<file path="src/hw/rtl/sttab_pkg.sv">
// ----------------------------------------------------------------------------
// sttab_pkg
// Shared widths, codes and types of the timer slot table.
// ----------------------------------------------------------------------------
package sttab_pkg;

	// sizing
	localparam int DEF_SLOT_COUNT = 8;
	localparam int MAX_FIRES      = 8;
	localparam int FIRE_CNT_W     = $clog2(MAX_FIRES + 1);

	// field widths
	localparam int CMD_W    = 2;
	localparam int LABEL_W  = 8;
	localparam int PERIOD_W = 16;
	localparam int TIME_W   = 32;
	localparam int KIND_W   = 2;
	localparam int SLOT_W   = 3;

	// command codes
	typedef enum logic [CMD_W-1:0] {
		CMD_TICK    = 2'd0,
		CMD_CREATE  = 2'd1,
		CMD_TIMEOUT = 2'd2,
		CMD_QUERY   = 2'd3
	} command_t;

	// result kinds
	typedef enum logic [KIND_W-1:0] {
		KIND_FIRE   = 2'd0,
		KIND_ACK    = 2'd1,
		KIND_ANSWER = 2'd2
	} kind_t;

	// one slot as held in the slot memory
	typedef struct packed {
		logic [LABEL_W-1:0]  label;
		logic [PERIOD_W-1:0] period;
		logic [TIME_W-1:0]   ref_time;
		logic                ms_base;
		logic                one_shot;
	} slot_entry_t;

	// controller to datapath
	typedef struct packed {
		logic load;
		logic rd_en;
		logic eval;
		logic calc;
		logic finish;
	} dp_cmd_t;

	// datapath to controller
	typedef struct packed {
		logic stall;
		logic out_free;
	} dp_stat_t;

endpackage

</file>
<file path="src/hw/rtl/sttab_if.sv">
// ----------------------------------------------------------------------------
// sttab_if
// Request and response channels of the timer slot table.
// ----------------------------------------------------------------------------

// request channel: one command word
interface sttab_req_if;
	logic                             valid;
	logic                             ready;
	logic [sttab_pkg::CMD_W-1:0]      command;
	logic [sttab_pkg::LABEL_W-1:0]    label_id;
	logic [sttab_pkg::PERIOD_W-1:0]   interval;
	logic                             use_ms;
	logic [sttab_pkg::TIME_W-1:0]     time_ms;
	logic [sttab_pkg::TIME_W-1:0]     time_s;

	modport source (output valid, command, label_id, interval, use_ms, time_ms, time_s,
		input ready);
	modport sink (input valid, command, label_id, interval, use_ms, time_ms, time_s,
		output ready);
endinterface

// response channel: one result word
interface sttab_rsp_if;
	logic                             valid;
	logic                             ready;
	logic [sttab_pkg::KIND_W-1:0]     kind;
	logic                             ok;
	logic [sttab_pkg::SLOT_W-1:0]     slot;
	logic [sttab_pkg::PERIOD_W-1:0]   time_left;
	logic                             last;

	modport source (output valid, kind, ok, slot, time_left, last, input ready);
	modport sink (input valid, kind, ok, slot, time_left, last, output ready);
endinterface

</file>
<file path="src/hw/rtl/sttab_ctrl.sv">
// ----------------------------------------------------------------------------
// sttab_ctrl
// Sequencer of the timer slot table: takes a command word, walks the slots
// one per cycle unless the datapath stalls, then closes it with its result.
// ----------------------------------------------------------------------------
module sttab_ctrl #(
	parameter int SLOT_COUNT = sttab_pkg::DEF_SLOT_COUNT,
	parameter int IDX_W      = 1
) (
	input  logic                 clk,
	input  logic                 arst_n,
	input  logic                 req_valid,
	output logic                 req_ready,
	input  sttab_pkg::dp_stat_t  stat,
	output sttab_pkg::dp_cmd_t   cmd,
	output logic [IDX_W-1:0]     idx,
	output logic [IDX_W-1:0]     rd_addr
);
	import sttab_pkg::*;

	typedef enum logic [1:0] {
		ST_IDLE,
		ST_SCAN,
		ST_CALC,
		ST_FIN
	} state_t;

	localparam logic [IDX_W-1:0] LAST_IDX = IDX_W'(SLOT_COUNT - 1);

	state_t           state_q;
	logic [IDX_W-1:0] idx_q;
	logic             accept;

	assign req_ready = (state_q == ST_IDLE);
	assign accept    = req_valid && req_ready;
	assign idx       = idx_q;

	// commands to the datapath
	always_comb begin
		cmd     = '0;
		rd_addr = '0;
		case (state_q)
			ST_IDLE: begin
				if (accept) begin
					cmd.load  = 1'b1;
					cmd.rd_en = 1'b1;
				end
			end
			ST_SCAN: begin
				if (!stat.stall) begin
					cmd.eval = 1'b1;
					if (idx_q != LAST_IDX) begin
						cmd.rd_en = 1'b1;
						rd_addr   = idx_q + IDX_W'(1);
					end
				end
			end
			ST_CALC: begin
				cmd.calc = 1'b1;
			end
			ST_FIN: begin
				cmd.finish = stat.out_free;
			end
			default: begin
				cmd = '0;
			end
		endcase
	end

	// state and slot counter
	always_ff @(posedge clk or negedge arst_n) begin
		if (!arst_n) begin
			state_q <= ST_IDLE;
			idx_q   <= '0;
		end else begin
			case (state_q)
				ST_IDLE: begin
					if (accept) begin
						state_q <= ST_SCAN;
						idx_q   <= '0;
					end
				end
				ST_SCAN: begin
					if (!stat.stall) begin
						if (idx_q == LAST_IDX) begin
							state_q <= ST_CALC;
						end else begin
							idx_q <= idx_q + IDX_W'(1);
						end
					end
				end
				ST_CALC: begin
					state_q <= ST_FIN;
				end
				ST_FIN: begin
					if (stat.out_free) begin
						state_q <= ST_IDLE;
					end
				end
				default: begin
					state_q <= ST_IDLE;
				end
			endcase
		end
	end

endmodule

</file>
<file path="src/hw/rtl/sttab_dp.sv">
// ----------------------------------------------------------------------------
// sttab_dp
// Datapath of the timer slot table: slot memory, used bits, scan results
// and the result word register.
// ----------------------------------------------------------------------------
module sttab_dp #(
	parameter int SLOT_COUNT = sttab_pkg::DEF_SLOT_COUNT,
	parameter int IDX_W      = 1
) (
	input  logic                            clk,
	input  logic                            arst_n,
	input  sttab_pkg::dp_cmd_t              cmd,
	input  logic [IDX_W-1:0]                idx,
	input  logic [IDX_W-1:0]                rd_addr,
	output sttab_pkg::dp_stat_t             stat,
	input  logic [sttab_pkg::CMD_W-1:0]     command,
	input  logic [sttab_pkg::LABEL_W-1:0]   label_id,
	input  logic [sttab_pkg::PERIOD_W-1:0]  interval,
	input  logic                            use_ms,
	input  logic [sttab_pkg::TIME_W-1:0]    time_ms,
	input  logic [sttab_pkg::TIME_W-1:0]    time_s,
	sttab_rsp_if.source                     rsp
);
	import sttab_pkg::*;

	// latched command word
	command_t              cmd_q;
	logic [LABEL_W-1:0]    label_q;
	logic [PERIOD_W-1:0]   interval_q;
	logic                  use_ms_q;
	logic [TIME_W-1:0]     time_ms_q;
	logic [TIME_W-1:0]     time_s_q;

	// slot store
	logic [SLOT_COUNT-1:0] used_q;
	slot_entry_t           slot_mem [SLOT_COUNT];
	slot_entry_t           rd_q;

	// scan results
	logic                  match_found_q;
	logic [IDX_W-1:0]      match_idx_q;
	logic [PERIOD_W-1:0]   match_period_q;
	logic [TIME_W-1:0]     match_ref_q;
	logic                  match_ms_q;
	logic                  free_found_q;
	logic [IDX_W-1:0]      free_idx_q;
	logic                  pend_valid_q;
	logic [IDX_W-1:0]      pend_idx_q;
	logic [FIRE_CNT_W-1:0] fire_cnt_q;
	logic [TIME_W-1:0]     elapsed_q;

	// result word register
	logic                  out_valid_q;
	kind_t                 out_kind_q;
	logic                  out_ok_q;
	logic [SLOT_W-1:0]     out_slot_q;
	logic [PERIOD_W-1:0]   out_left_q;
	logic                  out_last_q;

	// per-slot evaluation
	logic [TIME_W-1:0]     now_slot;
	logic [TIME_W-1:0]     slot_elapsed;
	logic                  slot_used;
	logic                  slot_due;
	logic                  label_hit;
	logic                  record;
	logic                  out_free;
	logic [TIME_W-1:0]     now_new;
	logic [TIME_W-1:0]     period_ext;
	logic [PERIOD_W-1:0]   left_calc;

	// word assembly and store updates
	logic                  emit;
	kind_t                 e_kind;
	logic                  e_ok;
	logic [SLOT_W-1:0]     e_slot;
	logic [PERIOD_W-1:0]   e_left;
	logic                  e_last;
	logic                  wr_en;
	logic [IDX_W-1:0]      wr_idx;
	slot_entry_t           wr_entry;
	logic                  used_set;
	logic                  used_clr;

	assign now_slot     = rd_q.ms_base ? time_ms_q : time_s_q;
	assign slot_elapsed = now_slot - rd_q.ref_time;
	assign slot_used    = used_q[idx];
	assign slot_due     = slot_used && (slot_elapsed >= TIME_W'(rd_q.period));
	assign label_hit    = slot_used && !rd_q.one_shot && (rd_q.label == label_q);
	assign out_free     = !out_valid_q || rsp.ready;
	assign record       = (cmd_q == CMD_TICK) && slot_due
		&& (fire_cnt_q < FIRE_CNT_W'(MAX_FIRES));
	assign now_new      = use_ms_q ? time_ms_q : time_s_q;

	// time left, saturating at zero
	assign period_ext = TIME_W'(match_period_q);
	assign left_calc  = (elapsed_q < period_ext) ? PERIOD_W'(period_ext - elapsed_q) : '0;

	assign stat.stall    = record && pend_valid_q && !out_free;
	assign stat.out_free = out_free;

	// result word and store write selection
	always_comb begin
		emit     = 1'b0;
		e_kind   = KIND_FIRE;
		e_ok     = 1'b0;
		e_slot   = '0;
		e_left   = '0;
		e_last   = 1'b0;
		wr_en    = 1'b0;
		wr_idx   = idx;
		wr_entry = rd_q;
		used_set = 1'b0;
		used_clr = 1'b0;
		if (cmd.eval && (cmd_q == CMD_TICK) && slot_due) begin
			wr_en             = 1'b1;
			wr_entry.ref_time = now_slot;
			used_clr          = rd_q.one_shot;
			if (record && pend_valid_q) begin
				emit   = 1'b1;
				e_kind = KIND_FIRE;
				e_ok   = 1'b1;
				e_slot = SLOT_W'(pend_idx_q);
			end
		end
		if (cmd.finish) begin
			case (cmd_q)
				CMD_TICK: begin
					if (pend_valid_q) begin
						emit   = 1'b1;
						e_kind = KIND_FIRE;
						e_ok   = 1'b1;
						e_slot = SLOT_W'(pend_idx_q);
						e_last = 1'b1;
					end
				end
				CMD_CREATE: begin
					emit   = 1'b1;
					e_kind = KIND_ACK;
					e_last = 1'b1;
					if (!match_found_q && free_found_q) begin
						e_ok     = 1'b1;
						e_slot   = SLOT_W'(free_idx_q);
						wr_en    = 1'b1;
						wr_idx   = free_idx_q;
						used_set = 1'b1;
						wr_entry = '{label: label_q, period: interval_q, ref_time: '0,
							ms_base: use_ms_q, one_shot: 1'b0};
					end
				end
				CMD_TIMEOUT: begin
					emit   = 1'b1;
					e_kind = KIND_ACK;
					e_last = 1'b1;
					if (free_found_q) begin
						e_ok     = 1'b1;
						e_slot   = SLOT_W'(free_idx_q);
						wr_en    = 1'b1;
						wr_idx   = free_idx_q;
						used_set = 1'b1;
						wr_entry = '{label: '0, period: interval_q, ref_time: now_new,
							ms_base: use_ms_q, one_shot: 1'b1};
					end
				end
				CMD_QUERY: begin
					emit   = 1'b1;
					e_kind = KIND_ANSWER;
					e_last = 1'b1;
					if (match_found_q) begin
						e_ok   = 1'b1;
						e_slot = SLOT_W'(match_idx_q);
						e_left = left_calc;
					end
				end
				default: begin
					emit = 1'b0;
				end
			endcase
		end
	end

	// slot memory, registered read
	always_ff @(posedge clk) begin
		if (wr_en) begin
			slot_mem[wr_idx] <= wr_entry;
		end
		if (cmd.rd_en) begin
			rd_q <= slot_mem[rd_addr];
		end
	end

	// control state
	always_ff @(posedge clk or negedge arst_n) begin
		if (!arst_n) begin
			used_q        <= '0;
			match_found_q <= 1'b0;
			free_found_q  <= 1'b0;
			pend_valid_q  <= 1'b0;
			fire_cnt_q    <= '0;
			out_valid_q   <= 1'b0;
		end else begin
			if (used_set) begin
				used_q[wr_idx] <= 1'b1;
			end
			if (used_clr) begin
				used_q[idx] <= 1'b0;
			end
			if (cmd.load) begin
				match_found_q <= 1'b0;
				free_found_q  <= 1'b0;
				pend_valid_q  <= 1'b0;
				fire_cnt_q    <= '0;
			end
			if (cmd.eval) begin
				if (label_hit) begin
					match_found_q <= 1'b1;
				end
				if (!slot_used) begin
					free_found_q <= 1'b1;
				end
				if (record) begin
					pend_valid_q <= 1'b1;
					fire_cnt_q   <= fire_cnt_q + FIRE_CNT_W'(1);
				end
			end
			if (cmd.finish) begin
				pend_valid_q <= 1'b0;
			end
			if (emit) begin
				out_valid_q <= 1'b1;
			end else if (rsp.ready) begin
				out_valid_q <= 1'b0;
			end
		end
	end

	// payload registers
	always_ff @(posedge clk) begin
		if (cmd.load) begin
			cmd_q      <= command_t'(command);
			label_q    <= label_id;
			interval_q <= interval;
			use_ms_q   <= use_ms;
			time_ms_q  <= time_ms;
			time_s_q   <= time_s;
		end
		if (cmd.eval) begin
			if (label_hit && !match_found_q) begin
				match_idx_q    <= idx;
				match_period_q <= rd_q.period;
				match_ref_q    <= rd_q.ref_time;
				match_ms_q     <= rd_q.ms_base;
			end
			if (!slot_used && !free_found_q) begin
				free_idx_q <= idx;
			end
			if (record) begin
				pend_idx_q <= idx;
			end
		end
		if (cmd.calc) begin
			elapsed_q <= (match_ms_q ? time_ms_q : time_s_q) - match_ref_q;
		end
		if (emit) begin
			out_kind_q <= e_kind;
			out_ok_q   <= e_ok;
			out_slot_q <= e_slot;
			out_left_q <= e_left;
			out_last_q <= e_last;
		end
	end

	assign rsp.valid     = out_valid_q;
	assign rsp.kind      = out_kind_q;
	assign rsp.ok        = out_ok_q;
	assign rsp.slot      = out_slot_q;
	assign rsp.time_left = out_left_q;
	assign rsp.last      = out_last_q;

`ifndef NO_ASSERTIONS
	// a word is only loaded when the register is free or being taken
	a_emit_free: assert property (@(posedge clk) disable iff (!arst_n)
		emit |-> out_free)
		else $error("result word overwritten before it was taken");

	// no more fires reported than the word limit allows
	a_fire_cap: assert property (@(posedge clk) disable iff (!arst_n)
		fire_cnt_q <= FIRE_CNT_W'(MAX_FIRES))
		else $error("fire count beyond limit");

	// a claimed slot was free at the time of the claim
	a_claim_free: assert property (@(posedge clk) disable iff (!arst_n)
		used_set |-> !used_q[wr_idx])
		else $error("claimed slot already in use");

	// the held fire is flushed by the end of a command
	a_pend_flush: assert property (@(posedge clk) disable iff (!arst_n)
		cmd.finish |=> !pend_valid_q)
		else $error("held fire left over after command end");
`endif

endmodule

</file>
<file path="src/hw/rtl/software_timer_slot_table_core.sv">
// ----------------------------------------------------------------------------
// software_timer_slot_table_core
// Table of periodic and one-shot timer slots driven by tick, create,
// set-timeout and query command words.
// ----------------------------------------------------------------------------
// Each accepted command word walks the whole slot table, one slot per cycle
// unless a fire word waits on a full result register, through the single read
// port of the slot memory; the time-left subtraction is then registered in
// ST_CALC and the command is closed in ST_FIN once the result register is free.
// A tick gives one fire word per due slot (at most eight, ascending slot order,
// the final one marked last) and may give none; every other command gives
// exactly one word. The result register lets the last word of a command wait
// while the next command is taken. No clearing pass follows reset: the used
// bits are flip-flops and the contents of a slot entry count only while its
// used bit is set.
// ----------------------------------------------------------------------------
module software_timer_slot_table_core #(
	parameter int SLOT_COUNT = sttab_pkg::DEF_SLOT_COUNT
) (
	input  logic        clk,
	input  logic        arst_n,
	sttab_req_if.sink   req,
	sttab_rsp_if.source rsp
);
	import sttab_pkg::*;

	localparam int IDX_W = (SLOT_COUNT > 1) ? $clog2(SLOT_COUNT) : 1;

	dp_cmd_t          cmd;
	dp_stat_t         stat;
	logic [IDX_W-1:0] idx;
	logic [IDX_W-1:0] rd_addr;
	logic             req_ready;

	assign req.ready = req_ready;

	// sequencer
	sttab_ctrl #(
		.SLOT_COUNT (SLOT_COUNT),
		.IDX_W      (IDX_W)
	) u_ctrl (
		.clk       (clk),
		.arst_n    (arst_n),
		.req_valid (req.valid),
		.req_ready (req_ready),
		.stat      (stat),
		.cmd       (cmd),
		.idx       (idx),
		.rd_addr   (rd_addr)
	);

	// slot store and result word
	sttab_dp #(
		.SLOT_COUNT (SLOT_COUNT),
		.IDX_W      (IDX_W)
	) u_dp (
		.clk      (clk),
		.arst_n   (arst_n),
		.cmd      (cmd),
		.idx      (idx),
		.rd_addr  (rd_addr),
		.stat     (stat),
		.command  (req.command),
		.label_id (req.label_id),
		.interval (req.interval),
		.use_ms   (req.use_ms),
		.time_ms  (req.time_ms),
		.time_s   (req.time_s),
		.rsp      (rsp)
	);

endmodule
</file>
<file path="src/flat_wrapper.sv">
// flat-port wrapper written by rule: the top's interface ports become plain ports
module software_timer_slot_table_core_flat import sttab_pkg::*;
#(
	parameter int SLOT_COUNT = sttab_pkg::DEF_SLOT_COUNT
)
  (clk, arst_n, req_valid, req_command, req_label_id, req_interval, req_use_ms, req_time_ms, req_time_s, req_ready, rsp_valid, rsp_kind, rsp_ok, rsp_slot, rsp_time_left, rsp_last, rsp_ready);
  sttab_req_if req_i ();
  sttab_rsp_if rsp_i ();
  input  logic clk;
  input  logic arst_n;
  input wire logic [$bits(req_i.valid)-1:0] req_valid;
  input wire logic [$bits(req_i.command)-1:0] req_command;
  input wire logic [$bits(req_i.label_id)-1:0] req_label_id;
  input wire logic [$bits(req_i.interval)-1:0] req_interval;
  input wire logic [$bits(req_i.use_ms)-1:0] req_use_ms;
  input wire logic [$bits(req_i.time_ms)-1:0] req_time_ms;
  input wire logic [$bits(req_i.time_s)-1:0] req_time_s;
  output wire logic [$bits(req_i.ready)-1:0] req_ready;
  output wire logic [$bits(rsp_i.valid)-1:0] rsp_valid;
  output wire logic [$bits(rsp_i.kind)-1:0] rsp_kind;
  output wire logic [$bits(rsp_i.ok)-1:0] rsp_ok;
  output wire logic [$bits(rsp_i.slot)-1:0] rsp_slot;
  output wire logic [$bits(rsp_i.time_left)-1:0] rsp_time_left;
  output wire logic [$bits(rsp_i.last)-1:0] rsp_last;
  input wire logic [$bits(rsp_i.ready)-1:0] rsp_ready;
  assign req_i.valid = req_valid;
  assign req_i.command = req_command;
  assign req_i.label_id = req_label_id;
  assign req_i.interval = req_interval;
  assign req_i.use_ms = req_use_ms;
  assign req_i.time_ms = req_time_ms;
  assign req_i.time_s = req_time_s;
  assign req_ready = req_i.ready;
  assign rsp_valid = rsp_i.valid;
  assign rsp_kind = rsp_i.kind;
  assign rsp_ok = rsp_i.ok;
  assign rsp_slot = rsp_i.slot;
  assign rsp_time_left = rsp_i.time_left;
  assign rsp_last = rsp_i.last;
  assign rsp_i.ready = rsp_ready;
  software_timer_slot_table_core #(.SLOT_COUNT(SLOT_COUNT)) u_core (.clk(clk), .arst_n(arst_n), .req(req_i), .rsp(rsp_i));
endmodule
</file>
<file path="config.mk">
export PLATFORM = sky130hd
export DESIGN_NAME = software_timer_slot_table_core_flat
export DESIGN_NICKNAME = d
export VERILOG_FILES = /design/src/hw/rtl/sttab_pkg.sv /design/src/hw/rtl/sttab_if.sv /design/src/hw/rtl/sttab_ctrl.sv /design/src/hw/rtl/sttab_dp.sv /design/src/hw/rtl/software_timer_slot_table_core.sv /design/src/flat_wrapper.sv
export SDC_FILE = /design/constraint.sdc
export NUM_CORES = 1
export LEC_CHECK = 0
export ABC_CLOCK_PERIOD_IN_PS = 10600
export BUFFER_PORTS_ARGS = -buffer_cell sky130_fd_sc_hd__buf_2
export CAP_MARGIN = 20
export CORE_MARGIN = 2
export CORE_UTILIZATION = 30
export CTS_CLUSTER_SIZE = 40
export DETAILED_ROUTE_END_ITERATION = 7
export GPL_TIMING_DRIVEN = 0
export PLACE_DENSITY_LB_ADDON = 0.08
export SYNTH_ARGS = -nofsm -noshare
export SYNTH_HDL_FRONTEND = slang
export SYNTH_SLANG_ARGS = --single-unit
export TNS_END_PERCENT = 50
</file>
<file path="constraint.sdc">
create_clock -name clk -period 10.6 [get_ports clk]
set_input_delay 2.12 -clock clk [delete_from_list [all_inputs] [get_ports clk]]
set_output_delay 2.12 -clock clk [all_outputs]
set_load 0.1 [all_outputs]
</file>
* Word-level counts from Yosys, hierarchy flattened *
Memory sizes are Yosys's and may differ from the RTL's. A register that Yosys moved wholly into a read port is not among the register bits.
Cells that the tools add are included.

storage, ports and cells
  register bits after elaboration = 225
  RAM bits = 464
  bits of input ports = 95
  output and inout bits = 25
  logic and storage cells = 178
  memories kept = 1

memory list
  name                  words  width  rd ports  clocked after memory_dff  wr ports  line            RTL
  u_core.u_dp.slot_mem  8      58     1         1                         1         sttab_dp.sv:36  slot_entry_t slot_mem [SLOT_COUNT];

operators by class
  add/sub/neg operators = 5
  magnitude comparators = 7
  equality and inequality tests = 14
  mux-type cells = 88
  bitwise gates (word level) = 3
  reduce and logical (&&, ||, !) cells = 34

operators with widths
  kind                number
  $mux 58             3
  $mux 32             4
  $pmux 58 s2         1
  $sub 32x32->32      2
  $mux 3              16
  $mux 1              39
  $ge 32x16->1        1
  $lt 32x16->1        1
  $mux 8              2
  $sub 16x16->16      1
  $logic_and 1x1->1   15
  $mux 2              6
  $mux 4              3
  $pmux 3 s2          2
  $pmux 3 s4          1
  $reduce_and 4->1    3
  $pmux 1 s2          5
  $and 8x8->8         1
  $eq 2x2->1 const B  4
  $eq 8x8->1          1
  $lt 3x4->1 const B  2
  $ne 2x2->1 const B  4
  $not 8->8           1
  $or 8x8->8          1
  20 further kinds    32

* Logic depth before layout (Yosys ltp) *
Gate-level depths: netlist of the first run.

  depth in word-level cells = 18
  mapped depth = 28
  gate-level depth less buffers = 24

* By module *
Synthesis of the first run repeated with hierarchy kept, for this count alone.

second synthesis, totals
  cell total of the unflattened synthesis = 2161
  area total of the unflattened synthesis = 34116.5 sq um

by module, submodules not included
  module      times used  cells each  area an instance (sq um)  seq. area each (sq um)
  sttab_dp    1           2121        33726.1                   22201.3
  sttab_ctrl  1           40          390.4                     125.1

* Least setup slack after synthesis of the first run *
Ideal clock, no wire load.

  kind = reg-to-reg
  start point = reg u_core.u_dp.rd_q[1] (netlist name)
  end point = reg u_core.u_dp.match_idx_q[0] (enable)
  library setup time = 0.526 ns
  arrival = 8.803 ns
  data required time = 10.074 ns
  setup slack = 1.272 ns
  stages on the path, launching flop included = 24
  buffers on the path = 3
  period minus slack after synthesis = 9.328 ns
  cells stage by stage = edfxtp_1 > clkbuf_1 > clkbuf_1 > mux2_2 > ha_1 > a21o_1 > or3_1 > o21ba_2 > a2111oi_2 > nor2_1 > xor2_1 > ha_1 > a21oi_1 > nand2_1 > a2111oi_0 > o221ai_1 > a21oi_1 > o2111ai_1 > a2111o_1 > nor4_4 > or2_1 > buf_4 > nand2_1 > nor3_1

on the way
  word-level cells in the longest chain between the ends = 11

ends and longest elaborated chain
  element                            line              RTL
  $mux 32                            sttab_dp.sv:85    assign now_slot = rd_q.ms_base ? time_ms_q : time_s_q;
  $sub 32x32->32                     sttab_dp.sv:86    assign slot_elapsed = now_slot - rd_q.ref_time;
  $ge 32x16->1                       sttab_dp.sv:88    assign slot_due = slot_used && (slot_elapsed >= TIME_W'(rd_q.period));
  $logic_and 1x1->1                  sttab_dp.sv:88
  $logic_and 1x1->1                  sttab_dp.sv:91    assign record = (cmd_q == CMD_TICK) && slot_due
  $logic_and 1x1->1                  sttab_dp.sv:92    && (fire_cnt_q < FIRE_CNT_W'(MAX_FIRES));
  $logic_and 1x1->1 (2 in series)    sttab_dp.sv:99    assign stat.stall = record && pend_valid_q && !out_free;
  $mux 2                             sttab_ctrl.sv:50  if (!stat.stall) begin
  $mux 1                             sttab_ctrl.sv:42  case (state_q)
  $reduce_and 2->1 (no source line)  --
  end signal, assigned               sttab_dp.sv:249   match_idx_q <= idx;
  end, declared                      sttab_dp.sv:41    logic [IDX_W-1:0] match_idx_q;

Every way passes these cells.
A chain may end at the register's enable or synchronous reset.

* Worst setup path in the final report of the first run *
  start point = reg u_core.u_dp.rd_q[1] (netlist name)
  end point = mem u_core.u_dp.slot_mem[6][28] in the netlist's numbering (enable)

on the way
  word-level cells in the longest chain between the ends = 18
  elaborated cells between the ends (all ways) = 19
  those cells by class = add/sub: 1; order compare: 1; mux: 10; reduce/logical: 7

ends and longest elaborated chain
  element                           line                              RTL
  $mux 32 *                         sttab_dp.sv:85
  $sub 32x32->32 *                  sttab_dp.sv:86
  $ge 32x16->1 *                    sttab_dp.sv:88
  $logic_and 1x1->1 *               sttab_dp.sv:88
  $logic_and 1x1->1                 sttab_dp.sv:91
  $logic_and 1x1->1                 sttab_dp.sv:92
  $logic_and 1x1->1 (2 in series)   sttab_dp.sv:99
  $mux 2                            sttab_ctrl.sv:50
  $mux 1                            sttab_ctrl.sv:42
  $logic_and 1x1->1                 sttab_dp.sv:115                   if (cmd.eval && (cmd_q == CMD_TICK) && slot_due) begin
  $logic_and 1x1->1 *               sttab_dp.sv:115
  $mux 1 *                          sttab_dp.sv:115
  $mux 1, on equally long branches  sttab_dp.sv:155, sttab_dp.sv:141
  $pmux 1 s2                        sttab_dp.sv:127                   case (cmd_q)
  $mux 1 *                          sttab_dp.sv:126                   if (cmd.finish) begin
  $mux 1 *                          sttab_dp.sv:184                   if (wr_en) begin
  $mux 1 (not written as such) *    sttab_dp.sv:185                   slot_mem[wr_idx] <= wr_entry;
  end, declared                     sttab_dp.sv:36

Mark *: on every way between the ends. The rest lies on a longest branch, timed or not.

==> PnR_summary.wiki, run 1 <==
{| class="wikitable"
! Metric !! Value
|-
| Sequential share of the synthesized area || around two thirds
|-
| Total of max-cap violations || 0
|-
| Kind of cell adding the most delay to the critical path || compound AO/OA/AOI/OAI gates
|-
| Slew margin rel. || 26.31%
|-
| Summed instance area of the synthesized netlist || roughly 34,000 µm²
|-
| Share of cells above drive strength 1 || 17.69%
|-
| Pin count of the biggest net entering global routing || 57
|-
| Synth area leader || sky130_fd_sc_hd__edfxtp_1
|-
| Final net count || just under 3,000
|-
| Slew Viols, Final || 0
|-
| First-pass DRT Iterations || 7
|-
| Top cells by instance count after synthesis || sky130_fd_sc_hd__edfxtp_1, sky130_fd_sc_hd__mux2_2, sky130_fd_sc_hd__inv_1, sky130_fd_sc_hd__nor2_1, sky130_fd_sc_hd__ha_1
|-
| Vias per Instance || 4.940
|-
| Global-route usage over all layers || between 15 and 20%
|-
| Number of input and output port buffers inserted || ~120
|-
| DR WL/cell || 24.44 µm
|-
| Worst hold margin || ~450 ps
|-
| Number of remaining DRC errors || 0
|-
| Number of primary I/O pins || 120
|-
| Number of flops mapped to enable cells by yosys || slightly above 700
|-
| Warning count from the yosys run || 0
|-
| Share of flip-flops with an asynchronous set or reset || under 10%
|-
| Power, Total || roughly 12,000 µW
|-
| Root buf cell || sky130_fd_sc_hd__clkbuf_16
|-
| Cell count after synthesis || ~2,400
|-
| Yosys top cell area share || a little under two thirds
|-
| Number of buffers inserted for hold repair after clock tree synthesis || 0
|-
| Worst-margin pin slew || between 1000 and 1500 ps
|-
| Category of the critical setup timing path || register to register
|-
| Die Width || between 300 and 400 µm
|-
| CP max stage delay || roughly 800 ps
|-
| Dominant synthesized flop cell || sky130_fd_sc_hd__edfxtp_1
|-
| Detailed Route WL || approximately 100 mm
|-
| Final Hold Vio Count || 0
|-
| Number of global-route vias before repair || ~22,000
|-
| Setup repair after global routing missed its margin || false
|-
| Dpl ws || about 1600 ps
|-
| Final setup violation count || 0
|-
| Startpoint types || register
|-
| Sinks on Clock Net || 747
|-
| Setup Skew || 25.52 ps
|-
| Placeable Area || 113,900 µm²
|-
| Final worst setup slack || approximately 1900 ps
|-
| Routability congestion estimate from global placement || between 0.8 and 0.9
|-
| CTS max path bufs || 3
|-
| Initial core utilization || a little under a third
|-
| Count of cells resized by post-cts repair || 0
|-
| Placement row count || approximately 120
|-
| 1st-iter DRT viols || between 1,500 and 2,000
|-
| Antenna viol nets, final || 0
|-
| Nature of the critical path endpoint || register
|-
| Antenna violations before repair || 7
|-
| Total clock buffers created by CTS || 88
|-
| Data required, critical path || 10,980 ps
|-
| GR Overflow Total || 0
|-
| Insertion delay of the later-clocked pin in the worst-skew pair || around 660 ps
|-
| Clock transition at path regs || roughly 60 ps
|-
| CTS tree || done
|-
| Total number of vias || 21,060
|-
| Max Fclk || roughly 0.11 GHz
|-
| Outcome || finished, final reports clean
|-
| Worst Path Max Fanout || 23
|-
| Number of register bits inferred by synthesis || between 700 and 800
|-
| Leading cell types by total area after synthesis || sky130_fd_sc_hd__edfxtp_1, sky130_fd_sc_hd__mux2_2, sky130_fd_sc_hd__ha_1, sky130_fd_sc_hd__o22a_1, sky130_fd_sc_hd__o211a_1
|-
| Static leakage || approximately 0.014 µW
|-
| Number of buffers and inverters on the critical path || 6
|-
| Post-CTS setup buffers || 0
|-
| Kind of path behind the tightest hold check || register to register
|-
| Die height || approximately 340 µm
|-
| Distinct cells, synth || 73
|-
| Layout filler cell count || 11,050
|-
| Crit path DAT || ~9100 ps
|-
| Area of the die || roughly 120,000 µm²
|-
| Area overhead of the layout relative to synthesis || 17.10%
|-
| Maximum vdd ir drop || 122.5 µV
|-
| Dominant cell by count in the synthesized netlist || sky130_fd_sc_hd__edfxtp_1
|-
| Syn Area/Cell || 14.04 µm²
|-
| Total nets after synthesis || 2,667
|-
| Final period utilization || 82.43%
|-
| Hpwl dp || approximately 75 mm
|-
| Deepest level of the CTS H-tree || 3
|-
| Power density over the cells || about 300 nW/µm²
|-
| Wire length of the first global-routing pass || 149.4 mm
|-
| Worst path slowest cell || sky130_fd_sc_hd__clkbuf_1
|-
| Final critical-path required period || 8738 ps
|}
==> metrics by stage <==
| stage | setup TNS, ps | util, % | area [µm²] | std cells |
|---|---|---|---|---|
| 4_1_cts | 0 | 35.31 | 40220 | 4259 |
| 2_1_floorplan | 0 | - | 34350 | 2446 |
| 5_1_grt | 0 | 35.32 | 40220 | 4260 |
| 3_3_place_gp | -1630270 | 32.35 | 36840 | 4077 |
| 3_5_place_dp | 0 | 32.83 | 37390 | 4103 |
| 6_report | 0 | 35.32 | 40230 | 4262 |
==> worst paths after layout <==
kind                                           from                     endpoint  slack, ps  depth (start not counted)
worst max-delay path            u_core.u_dp.rd_q[1]  u_core.u_dp.slot_mem[6][28]       1860                         27
worst min-delay path            u_core.u_dp.rd_q[1]       u_core.u_dp.match_ms_q        450                          0
worst max register to register  u_core.u_dp.rd_q[1]  u_core.u_dp.slot_mem[6][28]       1860                         27
worst min register to register  u_core.u_dp.rd_q[1]       u_core.u_dp.match_ms_q        450                          0
max in group asynchronous                    arst_n    u_core.u_dp.fire_cnt_q[0]       8790                          1
min in group asynchronous                    arst_n        u_core.u_dp.used_q[4]       1430                          1
==> report_power, final <==
group	leakage (µW)	switching (µW)	total, µW	internal (µW)
Combinational	0.00608	3000	4530	1530
Clock	0.00137	1230	2990	1770
Sequential	0.00689	321	4490	4170
Total	0.0143	4550	12000	7470
==> cell families (layout without fill, tap and decap cells) <==
| group | after synthesis | count (layout) | synth area share (%) |
|---|---|---|---|
| DFF | 747 | 747 | 64.99 |
| and+or+nand+nor | 443 | 443 | 6.407 |
| muxes | 221 | 221 | 7.080 |
| xor gates and xnor gates | 57 | 57 | 1.453 |
| AOI/OAI and AO/OA | 594 | 594 | 12.43 |
| other | 0 | 2 | 0 |
| buffers and inverters | 258 | 560 | 2.983 |
| adders and majority gates | 126 | 126 | 4.655 |
==> registers in the layout, indices dropped and copies added (netlist names), 4 cells and up <==
signal / flops
u_core.u_dp.match_ref_q: 32
u_core.u_dp.label_q: 8
u_core.u_dp.rd_q: 58
u_core.u_dp.match_period_q: 16
u_core.u_dp.elapsed_q: 32
u_core.u_dp.interval_q: 16
u_core.u_dp.fire_cnt_q: 4
u_core.u_dp.slot_mem: 464
u_core.u_dp.time_ms_q: 32
u_core.u_dp.used_q: 8
u_core.u_dp.rsp.time_left: 16
u_core.u_dp.time_s_q: 32
==> routing by layer <==
metal,track usage (%),wire length [µm],up-vias
li1,-,-,9893
met1,23.94,47230,10540
met2,28.81,48610,492
met3,2.691,5224,129
met4,6.022,3117,0
met5,0,0,-
==> final cells by class <==
class / count / area [µm²] / area share (%)
clock buffers: 104 / 2262 / 5.624
plain buffers: 113 / 480.5 / 1.194
diodes: 2 / 5.005 / 0.01244
clock inverters: 52 / 564.3 / 1.403
flip-flops and latches: 747 / 22330 / 55.50
multi-input cells: 1441 / 11090 / 27.58
well taps: 1512 / 1892 / 4.703
repair buffers: 146 / 1056 / 2.625
inverters: 145 / 546.8 / 1.359
==> layout by cell type (no fill, tap or decap), drive strengths merged, types with 13 or more instances in the layout <==
| master | Yosys | routed |
|---|---|---|
| nor2 | 128 | 128 |
| a21o | 32 | 32 |
| dfrtp | 21 | 21 |
| a21oi | 102 | 102 |
| clkbuf | 79 | 183 |
| o21ai | 71 | 71 |
| nand4 | 13 | 13 |
| a31oi | 18 | 18 |
| o21a | 14 | 14 |
| o22a | 118 | 118 |
| nor3 | 28 | 28 |
| inv | 145 | 146 |
| nand3 | 22 | 22 |
| nand2 | 95 | 95 |
| nand2b | 82 | 82 |
| buf | 34 | 180 |
| xnor2 | 33 | 33 |
| o22ai | 94 | 94 |
| o211a | 59 | 59 |
| mux2 | 176 | 176 |
| xor2 | 24 | 24 |
| ha | 123 | 123 |
| clkinv | 0 | 36 |
| edfxtp | 726 | 726 |
| mux2i | 45 | 45 |
| nor2b | 19 | 19 |
No activity file was read; power rests on OpenSTA's default activity.
==> run 2, diff against run 1 <==
--- a/config.mk
+++ b/config.mk
@@ -5,7 +5,7 @@
 export SDC_FILE = /design/constraint.sdc
 export NUM_CORES = 1
 export LEC_CHECK = 0
-export ABC_CLOCK_PERIOD_IN_PS = 10600
+export ABC_CLOCK_PERIOD_IN_PS = 8700
 export BUFFER_PORTS_ARGS = -buffer_cell sky130_fd_sc_hd__buf_2
 export CAP_MARGIN = 20
 export CORE_MARGIN = 2
==> constraint.sdc (replaced) <==
create_clock -name clk -period 8.7 [get_ports clk]
set_input_delay 1.74 -clock clk [delete_from_list [all_inputs] [get_ports clk]]
set_output_delay 1.74 -clock clk [all_outputs]
set_load 0.1 [all_outputs]
==> run 2 against run 1 <==
  * Clock skew about the same
  * Global-route usage about the same
  * Sequential share of layout area down 0.38 points
  * Power rose by 23%
  * Final area up 0.69%
  * Clock-buffer cell count increased by 3
  * Hold slack better by 28 ps
  * Die area unchanged
  * Cell count is 0.21% higher
  * Via count fell by 0.22%
  * Critical path depth down 1
  * Worst setup slack lost 1300 ps
  * Largest power group unchanged
==> PnR_summary.wiki, run 2 (same netlist as run 1, synthesis figures left out) <==
{| class="wikitable"
! Metric !! Value
|-
| Outcome || finished, final reports clean
|-
| Pin count of the biggest net entering global routing || 57 (unchanged)
|-
| Area of the multi-input gates || 11,100 µm² (about the same)
|-
| Initial core utilization || 30.17% (unchanged)
|-
| Die Width || 342.4 µm (unchanged)
|-
| Power density over the cells || 364.0 nW/µm² (+22%)
|-
| Global route hottest layer || met2
|-
| Final net count || 2,908 (+0.17%)
|-
| Setup repair after global routing missed its margin || false
|-
| Detailed Route WL || 104.4 mm (+0.20%)
|-
| Slew Viols, Final || 0 (unchanged)
|-
| Number of global-route vias before repair || 21,410 (-1.4%)
|-
| Routability congestion estimate from global placement || 0.8502 (+1.6%)
|-
| Total of max-cap violations || 0 (unchanged)
|-
| Met2 demand-to-capacity share in global routing || 28.99% (+0.17 points)
|-
| Met1 demand-to-capacity share in global routing || 24.34% (+0.40 points)
|-
| Data required, critical path || 9100 ps (-1880 ps)
|-
| Area of placed instances || 37,550 µm² (+0.44%)
|-
| Final period utilization || 93.78% (+11 points)
|-
| 1st-iter DRT viols || 1,612 (-0.98%)
|-
| Nature of the critical path endpoint || register
|-
| Final setup violation count || 0 (unchanged)
|-
| GR Overflow Total || 0 (unchanged)
|-
| First-pass DRT Iterations || 5 (-2)
|-
| Clock transition at path regs || 60 ps (about the same)
|-
| Number of buffers and inverters on the critical path || 5 (-1)
|-
| Global-route usage over all layers || 17.61% (-0.049 points)
|-
| Most common library cell in the layout ignoring fill and taps || sky130_fd_sc_hd__edfxtp_1
|-
| Worst path slowest cell || sky130_fd_sc_hd__edfxtp_1
|-
| Deepest level of the CTS H-tree || 3 (unchanged)
|-
| Root buf cell || sky130_fd_sc_hd__clkbuf_16
|-
| Final Hold Vio Count || 0 (unchanged)
|-
| Layout filler cell count || 10,980 (-0.58%)
|-
| Maximum vdd ir drop || 169.4 µV (+38%)
|-
| Crit path DAT || 8560 ps (-560 ps)
|-
| CTS max path bufs || 3 (unchanged)
|-
| Hpwl dp || 75.44 mm (about the same)
|-
| Total number of vias || 21,010 (-0.22%)
|-
| Static leakage || 0.01448 µW (+0.96%)
|-
| Insertion delay of the later-clocked pin in the worst-skew pair || 670 ps (about the same)
|-
| Number of flip-flops under the largest register name || 464 (unchanged)
|-
| Number of input and output port buffers inserted || 119 (unchanged)
|-
| Most flops, register || u_core.u_dp.slot_mem
|-
| Number of buffers inserted for hold repair after clock tree synthesis || 0 (unchanged)
|-
| Commonest cells after routing, fill and taps aside || sky130_fd_sc_hd__edfxtp_1, sky130_fd_sc_hd__mux2_2, sky130_fd_sc_hd__inv_1
|-
| Number of remaining DRC errors || 0 (unchanged)
|-
| Die height || 342.4 µm (unchanged)
|-
| Final critical-path required period || 8159 ps (-578.8 ps)
|-
| Final cell area excluding filler cells || 40,510 µm² (+0.69%)
|-
| Area overhead of the layout relative to synthesis || 17.91%
|-
| Antenna viol nets, final || 0 (unchanged)
|-
| Setup TNS || 0 ps (unchanged)
|-
| Register area || 22,330 µm² (unchanged)
|-
| Total clock buffers created by CTS || 90 (+2.3%)
|-
| Post-layout utilization of the core || 35.57% (+0.24 points)
|-
| Category of the critical setup timing path || register to register
|-
| Setup Skew || 25.83 ps (+0.3042 ps)
|-
| Cell occurring most often along the worst timing path || sky130_fd_sc_hd__clkbuf_1
|-
| DR WL/cell || 24.44 µm (about the same)
|-
| Area of the die || 117,200 µm² (unchanged)
|-
| Biggest regs || u_core.u_dp.slot_mem: 464 flops, u_core.u_dp.rd_q: 58 flops
|-
| Vias per Instance || 4.919 (-0.43%)
|-
| Kind of path behind the tightest hold check || register to register
|-
| Number of primary I/O pins || 120 (unchanged)
|-
| Placeable Area || 113,900 µm² (unchanged)
|-
| CTS tree || done
|-
| Placement row count || 124 (unchanged)
|-
| Worst Path Max Fanout || 10 (-57%)
|-
| CP max stage delay || 730 ps (-70 ps)
|-
| Slew margin rel. || 26.73% (+0.42 points)
|-
| Kind of cell adding the most delay to the critical path || compound AO/OA/AOI/OAI gates
|-
| Max Fclk || 0.1226 GHz (+7.1%)
|-
| Worst-margin pin slew || 1099 ps (-6.254 ps)
|-
| Sinks on Clock Net || 747 (unchanged)
|-
| Wire length of the first global-routing pass || 149.2 mm (-0.10%)
|-
| Antenna violations before repair || 3 (-4)
|-
| Fraction of met3 tracks used by global routing || 2.486% (-0.21 points)
|-
| Startpoint types || register
|-
| Share of cells above drive strength 1 || 17.81% (+0.12 points)
|}
==> run 2: cell types whose count changed in the layout (fill, tap and decap cells not counted), moves of 2 or more <==
cell                         change
sky130_fd_sc_hd__clkinv_8        -5
sky130_fd_sc_hd__buf_12          -3
sky130_fd_sc_hd__clkbuf_16       +4
sky130_fd_sc_hd__inv_16          +4
sky130_fd_sc_hd__buf_16         +10
sky130_fd_sc_hd__clkinvlp_4      -4
sky130_fd_sc_hd__buf_6           -5
sky130_fd_sc_hd__clkinv_1        +8
sky130_fd_sc_hd__buf_4           +2
sky130_fd_sc_hd__clkbuf_1        -4
==> run 2: path summary, 6_finish.rpt <==
kind                                startpoint                          to  slack (ps)  depth (start not counted)
setup / recovery           u_core.u_dp.rd_q[1]        u_core.u_dp.rd_q[37]         540                         26
hold / removal             u_core.u_dp.rd_q[8]  u_core.u_dp.match_ref_q[6]         480                          0
setup reg to reg           u_core.u_dp.rd_q[1]        u_core.u_dp.rd_q[37]         540                         26
hold reg to reg            u_core.u_dp.rd_q[8]  u_core.u_dp.match_ref_q[6]         480                          0
max in group asynchronous               arst_n   u_core.u_dp.fire_cnt_q[1]        7260                          1
min in group asynchronous               arst_n       u_core.u_dp.used_q[4]        1060                          1
==> run 2: per-layer routing <==
| layer | vias to the layer above | wire length, µm |
|---|---|---|
| met5 | - | 0 |
| met4 | 0 | 2035 |
| met3 | 109 | 4425 |
| met2 | 484 | 49120 |
| met1 | 10530 | 48800 |
| li1 | 9886 | - |
==> run 2: layout make-up <==
type / count / area share [%]
Sequential cell: 747 / 55.12
Multi-Input combinational cell: 1441 / 27.40
Clock buffer: 107 / 5.847
Tap cell: 1512 / 4.671
Timing Repair Buffer: 150 / 3.036
Clock inverter: 55 / 1.381
Inverter: 145 / 1.350
Buffer: 112 / 1.180
Antenna cell: 2 / 0.01236
==> run 2: stage by stage <==
step	setup slack [ps]	cells	hold WS, ps	total power (µW)
floorplan	773.1	2446	424.4	9013
global placement	-5582	4077	459.8	11000
detailed placement	-334.6	4105	450.4	11100
CTS	113.1	4269	463.9	14910
global route	57.55	4269	499.2	15580
finish	540.9	4271	477.9	14740
==> run 2: timing repair <==
| item | 4_1_cts | 5_1_grt |
|---|---|---|
| setup endpoints to repair | 89 | 49 |
| setup buffers | 2 | 0 |
| resized for setup | 1 | 0 |
| pin swaps | 1 | 0 |
==> run 2: power breakdown <==
part           internal, µW  leakage [µW]  switching (µW)  total (µW)
Combinational          1880       0.00615            3640        5520
Clock                  2210       0.00144            1530        3740
Sequential             5080       0.00689             405        5490
Total                  9170        0.0145            5570       14700
==> run 3, diff against run 2 <==
--- a/config.mk
+++ b/config.mk
@@ -13,7 +13,6 @@
 export CTS_CLUSTER_SIZE = 40
 export DETAILED_ROUTE_END_ITERATION = 7
 export GPL_TIMING_DRIVEN = 0
-export PLACE_DENSITY_LB_ADDON = 0.08
 export SYNTH_ARGS = -nofsm -noshare
 export SYNTH_HDL_FRONTEND = slang
 export SYNTH_SLANG_ARGS = --single-unit
==> run 3 against run 2 <==
  * Register-to-register slack about the same
  * Clock power fell by 14%
  * Power down 4.5%
  * Cell count shrank 0.59%
  * Non-clock buffer count unchanged
  * Worst setup slack improved by 11 ps
  * Sequential power decreased by 2%
  * Clock skew is 1.4 ps lower
  * Via count increased by 0.91%
  * Critical path type unchanged
==> PnR_summary.wiki, run 3 (same netlist as run 1, synthesis figures left out) <==
{| class="wikitable"
! Metric !! Value
|-
| Power density over the cells || 352.5 nW/µm² (-3.2%)
|-
| Area of the multi-input gates || 11,100 µm² (unchanged)
|-
| Die height || 342.4 µm (unchanged)
|-
| Initial core utilization || 30.17% (unchanged)
|-
| Total of max-cap violations || 0 (unchanged)
|-
| GR Overflow Total || 0 (unchanged)
|-
| Number of global-route vias before repair || 21,070 (-1.6%)
|-
| Hpwl dp || 66.57 mm (-12%)
|-
| Insertion delay of the later-clocked pin in the worst-skew pair || 650 ps (-20 ps)
|-
| First-pass DRT Iterations || 5 (unchanged)
|-
| Setup Skew || 24.48 ps (-1.351 ps)
|-
| Endpoint of the lowest-slack register-to-register path || u_core.u_dp.rd_q[42]
|-
| Final net count || 2,893 (-0.52%)
|-
| Power, Total || 14,090 µW (-4.5%)
|-
| DR WL/cell || 21.76 µm (-11%)
|-
| CTS tree || done
|-
| Biggest regs || u_core.u_dp.slot_mem: 464 flops, u_core.u_dp.rd_q: 58 flops
|-
| Root buf cell || sky130_fd_sc_hd__clkbuf_16
|-
| Number of primary I/O pins || 120 (unchanged)
|-
| Routability congestion estimate from global placement || 0.8827 (+3.8%)
|-
| Final cell area excluding filler cells || 39,960 µm² (-1.3%)
|-
| Sinks on Clock Net || 747 (unchanged)
|-
| Start point of the critical path || u_core.u_dp.rd_q[1]
|-
| Startpoint of the most critical register-to-register path || u_core.u_dp.rd_q[1]
|-
| Proportion of total power due to net switching || 37.53% (-0.25 points)
|-
| Slew Viols, Final || 0 (unchanged)
|-
| Capturing element of the worst setup path || u_core.u_dp.rd_q[42]
|-
| Area overhead of the layout relative to synthesis || 16.34%
|-
| Wire length of the first global-routing pass || 135.4 mm (-9.3%)
|-
| Worst hold margin || 455.5 ps (-22.40 ps)
|-
| CTS max path bufs || 3 (unchanged)
|-
| Clock transition at path regs || 60 ps (about the same)
|-
| Worst Path Max Fanout || 10 (unchanged)
|-
| Kind of path behind the tightest hold check || register to register
|-
| Total clock buffers created by CTS || 75 (-17%)
|-
| Category of the critical setup timing path || register to register
|-
| CP max stage delay || 590 ps (-140 ps)
|-
| Area of the die || 117,200 µm² (unchanged)
|-
| Switching power || 5287 µW (-5.1%)
|-
| Most flops, register || u_core.u_dp.slot_mem
|-
| Most common library cell in the layout ignoring fill and taps || sky130_fd_sc_hd__edfxtp_1
|-
| Static leakage || 0.01421 µW (-1.8%)
|-
| Commonest cells after routing, fill and taps aside || sky130_fd_sc_hd__edfxtp_1, sky130_fd_sc_hd__mux2_2, sky130_fd_sc_hd__inv_1
|-
| Final period utilization || 93.65% (-0.13 points)
|-
| Total number of vias || 21,200 (+0.91%)
|-
| Share of total power in the clock network || 22.9% (-2.5 points)
|-
| Final Hold Vio Count || 0 (unchanged)
|-
| Seq pwr share || 38.3% (+1.1 points)
|-
| Internal reg-to-reg setup slack || 550 ps (about the same)
|-
| Area of placed instances || 37,460 µm² (-0.26%)
|-
| Number of remaining DRC errors || 0 (unchanged)
|-
| Final critical-path required period || 8148 ps (-11.47 ps)
|-
| Detailed Route WL || 92.37 mm (-12%)
|-
| Max Fclk || 0.1227 GHz (+0.14%)
|-
| Number of buffers inserted for hold repair after clock tree synthesis || 0 (unchanged)
|-
| Final setup violation count || 0 (unchanged)
|-
| Maximum vdd ir drop || 176.1 µV (+4.0%)
|-
| Placement row count || 124 (unchanged)
|-
| Vias per Instance || 4.993 (+1.5%)
|-
| Slew margin rel. || 26.45% (-0.28 points)
|-
| Startpoint types || register
|-
| Outcome || finished, final reports clean
|-
| Worst path slowest cell || sky130_fd_sc_hd__a2111oi_0
|-
| Antenna viol nets, final || 0 (unchanged)
|-
| Data required, critical path || 9080 ps (-20 ps)
|-
| Number of input and output port buffers inserted || 119 (unchanged)
|-
| Combinational cell fraction of total power || 38.8% (+1.4 points)
|-
| Die Width || 342.4 µm (unchanged)
|-
| 1st-iter DRT viols || 1,668 (+3.5%)
|-
| Share of cells above drive strength 1 || 17.47% (-0.34 points)
|-
| Nature of the critical path endpoint || register
|-
| Crit path DAT || 8530 ps (-30 ps)
|-
| Setup repair after global routing missed its margin || false
|-
| Cell occurring most often along the worst timing path || sky130_fd_sc_hd__a21oi_1
|-
| Antenna violations before repair || 5 (+2)
|-
| Pin count of the biggest net entering global routing || 61 (+7.0%)
|-
| Cell-internal power || 8799 µW (-4.1%)
|-
| Register area || 22,330 µm² (unchanged)
|-
| Hold depth || 0 (unchanged)
|-
| Worst-margin pin slew || 1093 ps (-5.912 ps)
|-
| Layout filler cell count || 11,050 (+0.59%)
|-
| Worst R2R Path Depth || 28 (+7.7%)
|-
| Deepest level of the CTS H-tree || 3 (unchanged)
|-
| Number of flip-flops under the largest register name || 464 (unchanged)
|-
| Global-route usage over all layers || 15.53% (-2.1 points)
|-
| Placeable Area || 113,900 µm² (unchanged)
|}
-- run 3: cell types whose count changed in the layout (fill, tap and decap cells not counted), moves of 3 or more --
cell                        delta
sky130_fd_sc_hd__clkinv_1     -12
sky130_fd_sc_hd__buf_16        -5
sky130_fd_sc_hd__clkinv_2      -4
sky130_fd_sc_hd__inv_6         +4
sky130_fd_sc_hd__clkbuf_16    -17
sky130_fd_sc_hd__buf_12        +3
-- run 3: how the worst min path moves through the flow --
stage	start	end
floorplan	u_core.u_dp.rd_q[1]	u_core.u_dp.match_ms_q
global placement	u_core.u_dp.rd_q[19]	u_core.u_dp.match_ref_q[17]
detailed placement	u_core.u_dp.rd_q[1]	u_core.u_dp.match_ms_q
CTS	u_core.u_dp.rd_q[18]	u_core.u_dp.match_ref_q[16]
global route	u_core.u_dp.rd_q[14]	u_core.u_dp.match_ref_q[12]
finish	u_core.u_dp.rd_q[9]	u_core.u_dp.match_ref_q[7]
-- run 3: power by group through the flow --
stage / logic [µW] / registers, µW / clock network [µW]
after floorplan: 3470 / 5540 / 0
after global placement: 5240 / 5520 / 0
after detailed placement: 5400 / 5470 / 0
after CTS: 5410 / 5410 / 3280
after global routing: 5970 / 5440 / 3400
final: 5460 / 5400 / 3230
-- run 3: per-stage QoR --
| stage | TNS (ps) | util (%) | std cells | worst slack, ps |
|---|---|---|---|---|
| floorplan | 0 | - | 2446 | 773.1 |
| global placement | -2509150 | 32.35 | 4077 | -5142 |
| detailed placement | -247160 | 32.89 | 4103 | -635.9 |
| CTS | 0 | 35.06 | 4240 | 38.82 |
| global route | 0 | 35.09 | 4243 | 186.9 |
| finish | 0 | 35.09 | 4246 | 552.3 |
-- run 3: critical path: cells and delay by family, from the launching register on --
kind                     cells  cell delay [ps]
multiplexers                 1              220
XOR/XNOR                     1              330
AND/OR/NAND/NOR              7             1510
buffers and inverters        6             1570
flip-flops                   1              410
adder cells (fa/ha/maj)      3             1010
AO/OA/AOI/OAI               10             2780
-- run 3: metal layers --
layer  track usage, %  part of all wire [%]  up-vias
li1                 -                     -     9842
met1            19.71                    42    10590
met2            27.31                    50      605
met3            1.592                   5.1      156
met4            5.683                   3.4        4
met5                0                 0.025        -
-- run 3: what timing repair did --
| action | 4_1_cts | 5_1_grt |
|---|---|---|
| endpoints found under the setup margin | 830 | 415 |
| gates resized for setup | 1 | 2 |
| buffers inserted | 2 | 3 |
| pin swaps | 1 | 0 |
-- run 3: final cells by class --
class,count,area share [%]
timing repair buffer,150,2.940
inverter,145,1.368
clock buffer,92,4.906
buffer,112,1.199
clock inverter,44,1.196
sequential,747,55.87
antenna,3,0.01878
multi-input combinational,1441,27.77
tap,1512,4.734
